[config.mk]
export PLATFORM = sky130hd
export DESIGN_NAME = speech_text_normalizer
export DESIGN_NICKNAME = d
export VERILOG_FILES = /design/src/design/spn_pkg.sv /design/src/design/spn_ctrl.sv /design/src/design/spn_datapath.sv /design/src/design/speech_text_normalizer.sv
export SDC_FILE = /design/constraint.sdc
export NUM_CORES = 1
export LEC_CHECK = 0
export BUFFER_PORTS_ARGS = -buffer_cell sky130_fd_sc_hd__buf_2
export CORE_ASPECT_RATIO = 1.75
export CORE_MARGIN = 5
export CORE_UTILIZATION = 40
export DETAILED_ROUTE_END_ITERATION = 16
export GPL_ROUTABILITY_DRIVEN = 0
export MAX_ROUTING_LAYER = met4
export PLACE_DENSITY = 0.52
export REMOVE_ABC_BUFFERS = 1
export SETUP_SLACK_MARGIN = 0.02
export SLEW_MARGIN = 20
export SYNTH_ARGS = -nofsm -noshare
export SYNTH_HDL_FRONTEND = slang
export SYNTH_HIERARCHICAL = 1
export SYNTH_SLANG_ARGS = --single-unit
[constraint.sdc]
create_clock -name clk -period 6.1 [get_ports clk]
set_input_delay 0.305 -clock clk [delete_from_list [all_inputs] [get_ports clk]]
set_output_delay 0.305 -clock clk [all_outputs]
set_load 0.01 [all_outputs]
[src/design/spn_pkg.sv]
// ----------------------------------------------------------------------------
// spn_pkg
// Shared types, constants and character classifiers for the speech text
// normalizer.
// ----------------------------------------------------------------------------
package spn_pkg;

  // Code point width and held whitespace store sizing.
  localparam int CP_W       = 21;
  localparam int HOLD_DEPTH = 8;
  localparam int HOLD_CNT_W = $clog2(HOLD_DEPTH + 1);
  localparam int HOLD_IDX_W = (HOLD_DEPTH > 1) ? $clog2(HOLD_DEPTH) : 1;

  // Characters with special handling.
  localparam logic [CP_W-1:0] CP_TAB       = 21'h00009;
  localparam logic [CP_W-1:0] CP_LF        = 21'h0000A;
  localparam logic [CP_W-1:0] CP_CR        = 21'h0000D;
  localparam logic [CP_W-1:0] CP_SPACE     = 21'h00020;
  localparam logic [CP_W-1:0] CP_LPAREN    = 21'h00028;
  localparam logic [CP_W-1:0] CP_RPAREN    = 21'h00029;
  localparam logic [CP_W-1:0] CP_FW_LPAREN = 21'h0FF08;
  localparam logic [CP_W-1:0] CP_FW_RPAREN = 21'h0FF09;
  localparam logic [CP_W-1:0] CP_CJK_LOW   = 21'h04E00;
  localparam logic [CP_W-1:0] CP_CJK_HIGH  = 21'h09FFF;

  // Controller states.
  typedef enum logic [1:0] {
    S_IDLE,
    S_HELD,
    S_CHAR,
    S_CLOSE
  } state_t;

  // What an accepted item still needs after it is taken.
  typedef enum logic [1:0] {
    CLS_DONE,
    CLS_JOIN,
    CLS_FLUSH,
    CLS_END_SP
  } item_cls_t;

  // Datapath operation for the current cycle.
  typedef enum logic [1:0] {
    OP_NONE,
    OP_TOKEN,
    OP_CLOSE
  } op_t;

  typedef struct packed {
    logic take;
    op_t  op;
    logic from_held;
  } cmd_t;

  typedef struct packed {
    logic      out_free;
    item_cls_t cls;
    logic      step_done;
    logic      idx_last;
  } status_t;

  // Unicode White_Space set.
  function automatic logic is_ws(input logic [CP_W-1:0] c);
    logic r;
    r = (c >= 21'h00009 && c <= 21'h0000D) || c == 21'h00020 || c == 21'h00085 ||
        c == 21'h000A0 || c == 21'h01680 || (c >= 21'h02000 && c <= 21'h0200A) ||
        c == 21'h02028 || c == 21'h02029 || c == 21'h0202F || c == 21'h0205F ||
        c == 21'h03000;
    return r;
  endfunction

  function automatic logic is_cjk(input logic [CP_W-1:0] c);
    return (c >= CP_CJK_LOW) && (c <= CP_CJK_HIGH);
  endfunction

  // Fullwidth parentheses fold to ASCII.
  function automatic logic [CP_W-1:0] map_paren(input logic [CP_W-1:0] c);
    logic [CP_W-1:0] r;
    r = c;
    if (c == CP_FW_LPAREN) begin
      r = CP_LPAREN;
    end else if (c == CP_FW_RPAREN) begin
      r = CP_RPAREN;
    end
    return r;
  endfunction

endpackage

[src/design/spn_ctrl.sv]
// ----------------------------------------------------------------------------
// spn_ctrl
// Controller state machine: accepts items, steps through held whitespace,
// the pending character and the closing result.
// ----------------------------------------------------------------------------
module spn_ctrl import spn_pkg::*; (
  input  logic    clk,
  input  logic    rst,
  input  logic    in_valid,
  output logic    in_stall,
  input  status_t status,
  output cmd_t    cmd
);

  state_t state;
  state_t state_next;
  logic   take;

  // An item is taken only in idle with room in the output register.
  assign take = (state == S_IDLE) && status.out_free && in_valid;

  // State register.
  always_ff @(posedge clk) begin
    if (rst) begin
      state <= S_IDLE;
    end else begin
      state <= state_next;
    end
  end

  // Next state.
  always_comb begin
    state_next = state;
    case (state)
      S_IDLE: begin
        if (take) begin
          case (status.cls)
            CLS_FLUSH:  state_next = S_HELD;
            CLS_JOIN:   state_next = S_CHAR;
            CLS_END_SP: state_next = S_CLOSE;
            default:    state_next = S_IDLE;
          endcase
        end
      end
      S_HELD: begin
        if (status.step_done && status.idx_last) begin
          state_next = S_CHAR;
        end
      end
      S_CHAR: begin
        if (status.step_done) begin
          state_next = S_IDLE;
        end
      end
      S_CLOSE: begin
        if (status.out_free) begin
          state_next = S_IDLE;
        end
      end
      default: state_next = S_IDLE;
    endcase
  end

  // Outputs.
  always_comb begin
    in_stall      = !((state == S_IDLE) && status.out_free);
    cmd.take      = take;
    cmd.op        = OP_NONE;
    cmd.from_held = 1'b0;
    case (state)
      S_HELD: begin
        cmd.op        = OP_TOKEN;
        cmd.from_held = 1'b1;
      end
      S_CHAR:  cmd.op = OP_TOKEN;
      S_CLOSE: cmd.op = OP_CLOSE;
      default: cmd.op = OP_NONE;
    endcase
  end

endmodule

[src/design/spn_datapath.sv]
// ----------------------------------------------------------------------------
// spn_datapath
// Text state, held whitespace store, one-token normalizing engine and the
// output register.
// ----------------------------------------------------------------------------
module spn_datapath import spn_pkg::*; (
  input  logic            clk,
  input  logic            rst,
  input  cmd_t            cmd,
  output status_t         status,
  input  logic [CP_W-1:0] code_point,
  input  logic            part,
  input  logic            end_marker,
  output logic            out_valid,
  input  logic            out_stall,
  output logic [CP_W-1:0] out_point,
  output logic            has_char,
  output logic            last,
  output logic            overflow
);

  // Text state.
  logic                  in_content;
  logic                  ref_nonempty;
  logic                  current_part;
  logic [HOLD_CNT_W-1:0] held_count;
  logic [CP_W-1:0]       prev_char;
  logic                  prev_valid;
  logic                  overflow_seen;
  logic                  pending;
  logic [HOLD_IDX_W-1:0] idx;
  logic [CP_W-1:0]       cp_reg;
  logic [CP_W-1:0]       held_run [HOLD_DEPTH];

  // Item decode.
  logic                  part_sw;
  logic                  ie;
  logic [HOLD_CNT_W-1:0] hc_eff;
  logic                  part_eff;
  logic                  ref_ne_eff;
  logic                  in_ws;
  logic [CP_W-1:0]       cp_map;
  logic                  prev_cjk;
  logic                  end_sp;
  item_cls_t             cls;

  // Token engine.
  logic [CP_W-1:0]       tok;
  logic                  tok_drop;
  logic                  tok_sp;
  logic                  sp_ok;
  logic                  step_done;
  logic                  idx_last;
  logic                  out_free;

  // Emission.
  logic                  emit;
  logic [CP_W-1:0]       e_point;
  logic                  e_has;
  logic                  e_last;

  assign out_free = !out_valid || !out_stall;
  assign prev_cjk = prev_valid && is_cjk(prev_char);

  // Classify the item at the input, including a switch to the target part.
  always_comb begin
    part_sw    = !end_marker && !current_part && part;
    ie         = part_sw ? 1'b0 : in_content;
    hc_eff     = part_sw ? '0 : held_count;
    part_eff   = current_part | part_sw;
    ref_ne_eff = part_sw ? in_content : ref_nonempty;
    in_ws      = is_ws(code_point);
    cp_map     = map_paren(code_point);
    end_sp     = (current_part ? ref_nonempty : in_content) &&
                 !(current_part && in_content) && !prev_cjk;
    if (end_marker) begin
      cls = end_sp ? CLS_END_SP : CLS_DONE;
    end else if (in_ws) begin
      cls = CLS_DONE;
    end else if (!ie) begin
      cls = (part_eff && ref_ne_eff) ? CLS_JOIN : CLS_DONE;
    end else begin
      cls = (hc_eff != '0) ? CLS_FLUSH : CLS_DONE;
    end
  end

  // One token a step: held whitespace or the latched character.
  always_comb begin
    tok       = cmd.from_held ? held_run[idx] : cp_reg;
    tok_drop  = (tok == CP_CR) || (tok == CP_LF);
    tok_sp    = (tok == CP_SPACE) || (tok == CP_TAB);
    sp_ok     = pending && !prev_cjk && !is_cjk(tok);
    step_done = tok_drop || tok_sp || (out_free && !sp_ok);
    idx_last  = (HOLD_CNT_W'(idx) + 1'b1) == held_count;
  end

  assign status.out_free  = out_free;
  assign status.cls       = cls;
  assign status.step_done = step_done;
  assign status.idx_last  = idx_last;

  // Select what goes to the output register this cycle.
  always_comb begin
    emit    = 1'b0;
    e_point = cp_map;
    e_has   = 1'b1;
    e_last  = 1'b0;
    if (cmd.take) begin
      if (end_marker) begin
        emit    = 1'b1;
        e_point = end_sp ? CP_SPACE : '0;
        e_has   = end_sp;
        e_last  = !end_sp;
      end else if (!in_ws && cls == CLS_DONE) begin
        emit = 1'b1;
      end
    end else begin
      case (cmd.op)
        OP_TOKEN: begin
          emit    = !tok_drop && !tok_sp && out_free;
          e_point = sp_ok ? CP_SPACE : tok;
        end
        OP_CLOSE: begin
          emit    = out_free;
          e_point = '0;
          e_has   = 1'b0;
          e_last  = 1'b1;
        end
        default: emit = 1'b0;
      endcase
    end
  end

  // Output register.
  always_ff @(posedge clk) begin
    if (rst) begin
      out_valid <= 1'b0;
    end else if (emit) begin
      out_valid <= 1'b1;
    end else if (!out_stall) begin
      out_valid <= 1'b0;
    end
  end

  always_ff @(posedge clk) begin
    if (emit) begin
      out_point <= e_point;
      has_char  <= e_has;
      last      <= e_last;
      overflow  <= overflow_seen;
    end
  end

  // Held whitespace store.
  always_ff @(posedge clk) begin
    if (cmd.take && !end_marker && in_ws && ie &&
        hc_eff < HOLD_CNT_W'(HOLD_DEPTH)) begin
      held_run[hc_eff[HOLD_IDX_W-1:0]] <= code_point;
    end
  end

  // Text state updates.
  always_ff @(posedge clk) begin
    if (rst) begin
      in_content    <= 1'b0;
      ref_nonempty  <= 1'b0;
      current_part  <= 1'b0;
      held_count    <= '0;
      prev_char     <= '0;
      prev_valid    <= 1'b0;
      overflow_seen <= 1'b0;
      pending       <= 1'b0;
      idx           <= '0;
    end else if (cmd.take) begin
      cp_reg  <= cp_map;
      idx     <= '0;
      pending <= (cls == CLS_JOIN);
      if (end_marker) begin
        if (!end_sp) begin
          in_content    <= 1'b0;
          ref_nonempty  <= 1'b0;
          current_part  <= 1'b0;
          held_count    <= '0;
          prev_char     <= '0;
          prev_valid    <= 1'b0;
          overflow_seen <= 1'b0;
        end
      end else begin
        current_part <= part_eff;
        ref_nonempty <= ref_ne_eff;
        held_count   <= hc_eff;
        if (in_ws) begin
          in_content <= ie;
          if (ie) begin
            if (hc_eff < HOLD_CNT_W'(HOLD_DEPTH)) begin
              held_count <= hc_eff + 1'b1;
            end else begin
              overflow_seen <= 1'b1;
            end
          end
        end else begin
          in_content <= 1'b1;
          if (cls == CLS_DONE) begin
            prev_char  <= cp_map;
            prev_valid <= 1'b1;
          end
        end
      end
    end else begin
      case (cmd.op)
        OP_TOKEN: begin
          if (tok_sp) begin
            pending <= 1'b1;
          end else if (!tok_drop && out_free) begin
            pending <= 1'b0;
            if (!sp_ok) begin
              prev_char  <= tok;
              prev_valid <= 1'b1;
            end
          end
          if (step_done && cmd.from_held) begin
            idx <= idx + 1'b1;
            if (idx_last) begin
              held_count <= '0;
            end
          end
        end
        OP_CLOSE: begin
          if (out_free) begin
            in_content    <= 1'b0;
            ref_nonempty  <= 1'b0;
            current_part  <= 1'b0;
            held_count    <= '0;
            prev_char     <= '0;
            prev_valid    <= 1'b0;
            overflow_seen <= 1'b0;
            pending       <= 1'b0;
          end
        end
        default: pending <= pending;
      endcase
    end
  end

endmodule

[src/design/speech_text_normalizer.sv]
// ----------------------------------------------------------------------------
// speech_text_normalizer
// Merges a reference transcript and a target text, given as code points,
// into one normalized text, one code point per output transfer.
// ----------------------------------------------------------------------------
//
//  Channel | Handshake           | Payload
//  --------+---------------------+-------------------------------------------
//  input   | in_valid, in_stall  | code_point, part, end_marker
//  output  | out_valid, out_stall| out_point, has_char, last, overflow
//
// A whitespace item or a character that needs no joining space and follows
// no held whitespace is finished when it is accepted. A character after a
// held run is accepted, then each held entry is stepped, then the character
// itself, with an extra step for each space emitted, all through the single
// token engine. A character that owes a joining space is accepted and then
// stepped, with an extra step when the space is emitted. An end marker is
// finished when accepted, or followed by a closing step when a space is owed.
// Reset is synchronous on rst; no clearing pass is needed. A stalled output
// register also holds off input transfers.
module speech_text_normalizer import spn_pkg::*; (
  input  logic            clk,
  input  logic            rst,
  input  logic            in_valid,
  output logic            in_stall,
  input  logic [CP_W-1:0] code_point,
  input  logic            part,
  input  logic            end_marker,
  output logic            out_valid,
  input  logic            out_stall,
  output logic [CP_W-1:0] out_point,
  output logic            has_char,
  output logic            last,
  output logic            overflow
);

  cmd_t    cmd;
  status_t status;

  // Sequencing.
  spn_ctrl u_ctrl (
    .clk      (clk),
    .rst      (rst),
    .in_valid (in_valid),
    .in_stall (in_stall),
    .status   (status),
    .cmd      (cmd)
  );

  // State, store and output register.
  spn_datapath u_datapath (
    .clk        (clk),
    .rst        (rst),
    .cmd        (cmd),
    .status     (status),
    .code_point (code_point),
    .part       (part),
    .end_marker (end_marker),
    .out_valid  (out_valid),
    .out_stall  (out_stall),
    .out_point  (out_point),
    .has_char   (has_char),
    .last       (last),
    .overflow   (overflow)
  );

endmodule

==> impl_results.md <==
* Outcome: complete, no violations
* # Max-Cap Violations at 0
* Critical path's top delay family: simple AND/OR/NAND/NOR gates
* Critical path capture point type: flip-flop
* Worst-Margin Slew at 1.10 ns
* Initial antenna violation count at 0
* Layout area overhead at 12.5%
* Final setup violation count at 0
* Clk_lat worst skew at ~0.53 ns
* Fill count at between 2000 and 3000
* RSZ-0062 raised after global routing: no
* WL/cell at between 20 and 25 um
* Sw Ratio at 0.237
* Post-synth EDFFs at 213
* Initial Util at 0.405
* Vias after detailed routing at 6977
* CP Launch Type: flip-flop
* Internal Power at 2870 uW
* GRT Resource Usage Total at 0.194
* DRC Markers at 0
* Grt total ovfl at 0
* TritonCTS clock tree: yes
* Core Rows at 80
* Synth async-reset ratio at 0
* DPL Wire Length at a little under 20000 um
* Initial drt markers at 630
* Die height at 230 um
* DRT Wirelength at 29500 um
* Die span in x at 136 um
* Max IR drop VDD at 0.000151 V
* Largest net degree at the start of global routing at 48
* Die area at 31100 um^2
* Fin nets at 889
* Worst-case clock buffer depth at 3
* Arrival time worst endpoint at 4.98 ns
* Min-delay src: code_point[8]
* Post-Syn Area per Cell at approximately 13 um^2
* Clk pwr share at 0.402
* Final Skew at 0.0112 ns
* Post-CTS Setup Repair Bufs at 0
* Fmax at about 0.2 GHz
* Hold_buf cts at 0
* Area leader, netlist: edfxtp_1
* Crit path top cell by count: a31oi_1
* Sw Pwr at 892 uW
* Drt first pass iters at 5
* Seq/Total Area, Yosys at 0.636
* Vias per cell at 5.63
* Sequential Power Share at 0.506
* Synth warnings at 6
* Combinational power share at 0.092
* Synth area leaders: edfxtp_1 58%, dfxtp_1 5.6%, mux2i_1 5.5%, mux4_2 3.3%, a22oi_1 1.8%
* Final Hold Viols at 0
* Synthesis-stage register bit count at 244
* Max reg flops at 168
* Core ar. at 27200 um^2
* H-tree depth at 1
* Cells after synthesis at just over 800
* CP Cell Sequence: and2_1, a22oi_1, a31oi_1, nand4_1, nor3_4, a31oi_1, o221ai_1, clkinv_1
* Worst path required time at 6.03 ns
* Ports at 53
* Yosys cell types at 68
* M2 GR Usage at 0.348
* HP Class: input port to flip-flop
* Leak Pwr at 0.00409 uW
* Slowest-stage cell, CP: dfxtp_1
* CTS sink cnt at 244
* Cts bufs inserted at 24
* Share of cells above drive strength 1 at 0.182
* Clock Root Buffer: clkbuf_16
* Post-synth top area share at 0.580
* Power per cell area at between 300 and 400 nW/um^2
* First-pass GRT wire length at 44300 um
* Crit path largest cell delay at 0.99 ns
* Post-route setup TNS at 0 ns
* Total buffers and inverters traversed by the critical path at 1
* Final core occ at 0.456
* Area of the multi-input gates at around 3600 um^2
* GRT Max-Usage Layer: met2
* Clock-pin slew on the worst setup and hold paths at roughly 0.070 ns
* Storage cell area at 7020 um^2
* CP Class: flip-flop to flip-flop
* Worst-path fanout max at 24
* WHS at 0.107 ns
* Pins Over Slew Limit at 0
* Grt met3 use at 0.0221
* Met1 usage at 0.223
* CTS resizes at 0
* Post-route ant nets at 0
* Synthesized cell area at between 10000 and 15000 um^2
* Final min period at 5.05 ns
* Ys flop type: edfxtp_1
* Period utilization at 0.828
* Slew Limit Headroom at 0.265
* N_diodes at 0
* Vias in the first global route at 7117
* PortBufs at 52
-- cell usage after synthesis, drive strengths merged (8+ instances only) --
cell,number
clkbuf,41
buf,21
ha,10
mux4,16
a21oi,32
or3,9
nor2,37
o22ai,12
o21ai,23
nand3,10
nand2b,21
dfxtp,31
mux2,8
a211oi,8
nand2,49
edfxtp,213
nor3,12
inv,28
mux2i,61
a31oi,22
a22oi,27
nor2b,27
-- through the flow --
step	power, uW	setup WS, ns	std cells	cell area [um^2]
floorplan	2130	0.811	756	10700
global placement	2280	1.79	1195	11600
detailed placement	2290	1.57	1195	11600
CTS	3800	1.57	1239	12400
global route	3900	0.816	1239	12400
finish	3770	1.05	1239	12400
-- worst reg2reg max path, stage by stage (launching register included) --
cell and delay, ns:
dfxtp_1 0.99, and2_1 0.68, a22oi_1 0.20, a31oi_1 0.61, nand4_1 0.28, nor3_4 0.38
a31oi_1 0.15, o221ai_1 0.25, clkinv_1 0.91
-- cell families (layout without fill, tap and decap cells) --
kind of cell | count (synthesis) | count (layout) | share of synthesized area
xor+xnor | 4 | 4 | 0.00318
fa+ha+maj | 10 | 10 | 0.0113
buf+inv | 90 | 142 | 0.0396
flops | 244 | 244 | 0.636
simple gates | 216 | 216 | 0.105
mux | 85 | 85 | 0.0979
compound gates | 169 | 169 | 0.107
-- cell usage in the layout (no fill, tap or decap), types with 22 or more instances in the layout --
cell type / count
nor2_1: 36
nor2b_1: 27
edfxtp_1: 213
a31oi_1: 22
a21oi_1: 29
dfxtp_1: 30
nand2_1: 49
a22oi_1: 27
buf_2: 52
mux2i_1: 61
clkbuf_16: 25
inv_1: 27
-- path summary, 6_finish.rpt --
kind,end,slack [ns],cells past startpoint
min reg2reg,u_datapath/overflow,0.43,0
max,u_datapath/out_point[12],1.05,8
max reg2reg,u_datapath/out_point[12],1.05,8
min,u_datapath/held_run[7][8],0.11,1
-- power groups by stage --
stage / Sequential [uW] / Combinational [uW] / Clock (uW)
final: 1910 / 347 / 1510
after global routing: 1910 / 378 / 1610
after CTS: 1910 / 346 / 1550
after detailed placement: 1940 / 345 / 0
after global placement: 1940 / 337 / 0
after floorplan: 1940 / 187 / 0
-- area by class of cell --
class	instances	area share
sequential	244	0.566
inverter	28	0.00847
clock inverter	14	0.0125
timing repair buffer	70	0.0319
tap	369	0.0372
clock buffer	30	0.0519
multi-input combinational	484	0.292
-- routing by layer --
metal  part of all wire  routed length, um  vias up
met3              0.040               1180       61
met1               0.38              11300     3510
met5                  0                  0        -
met4              0.036               1050        0
met2               0.54              16000      199
li1                   -                  -     3207
Power figures use the tool's default switching activity.
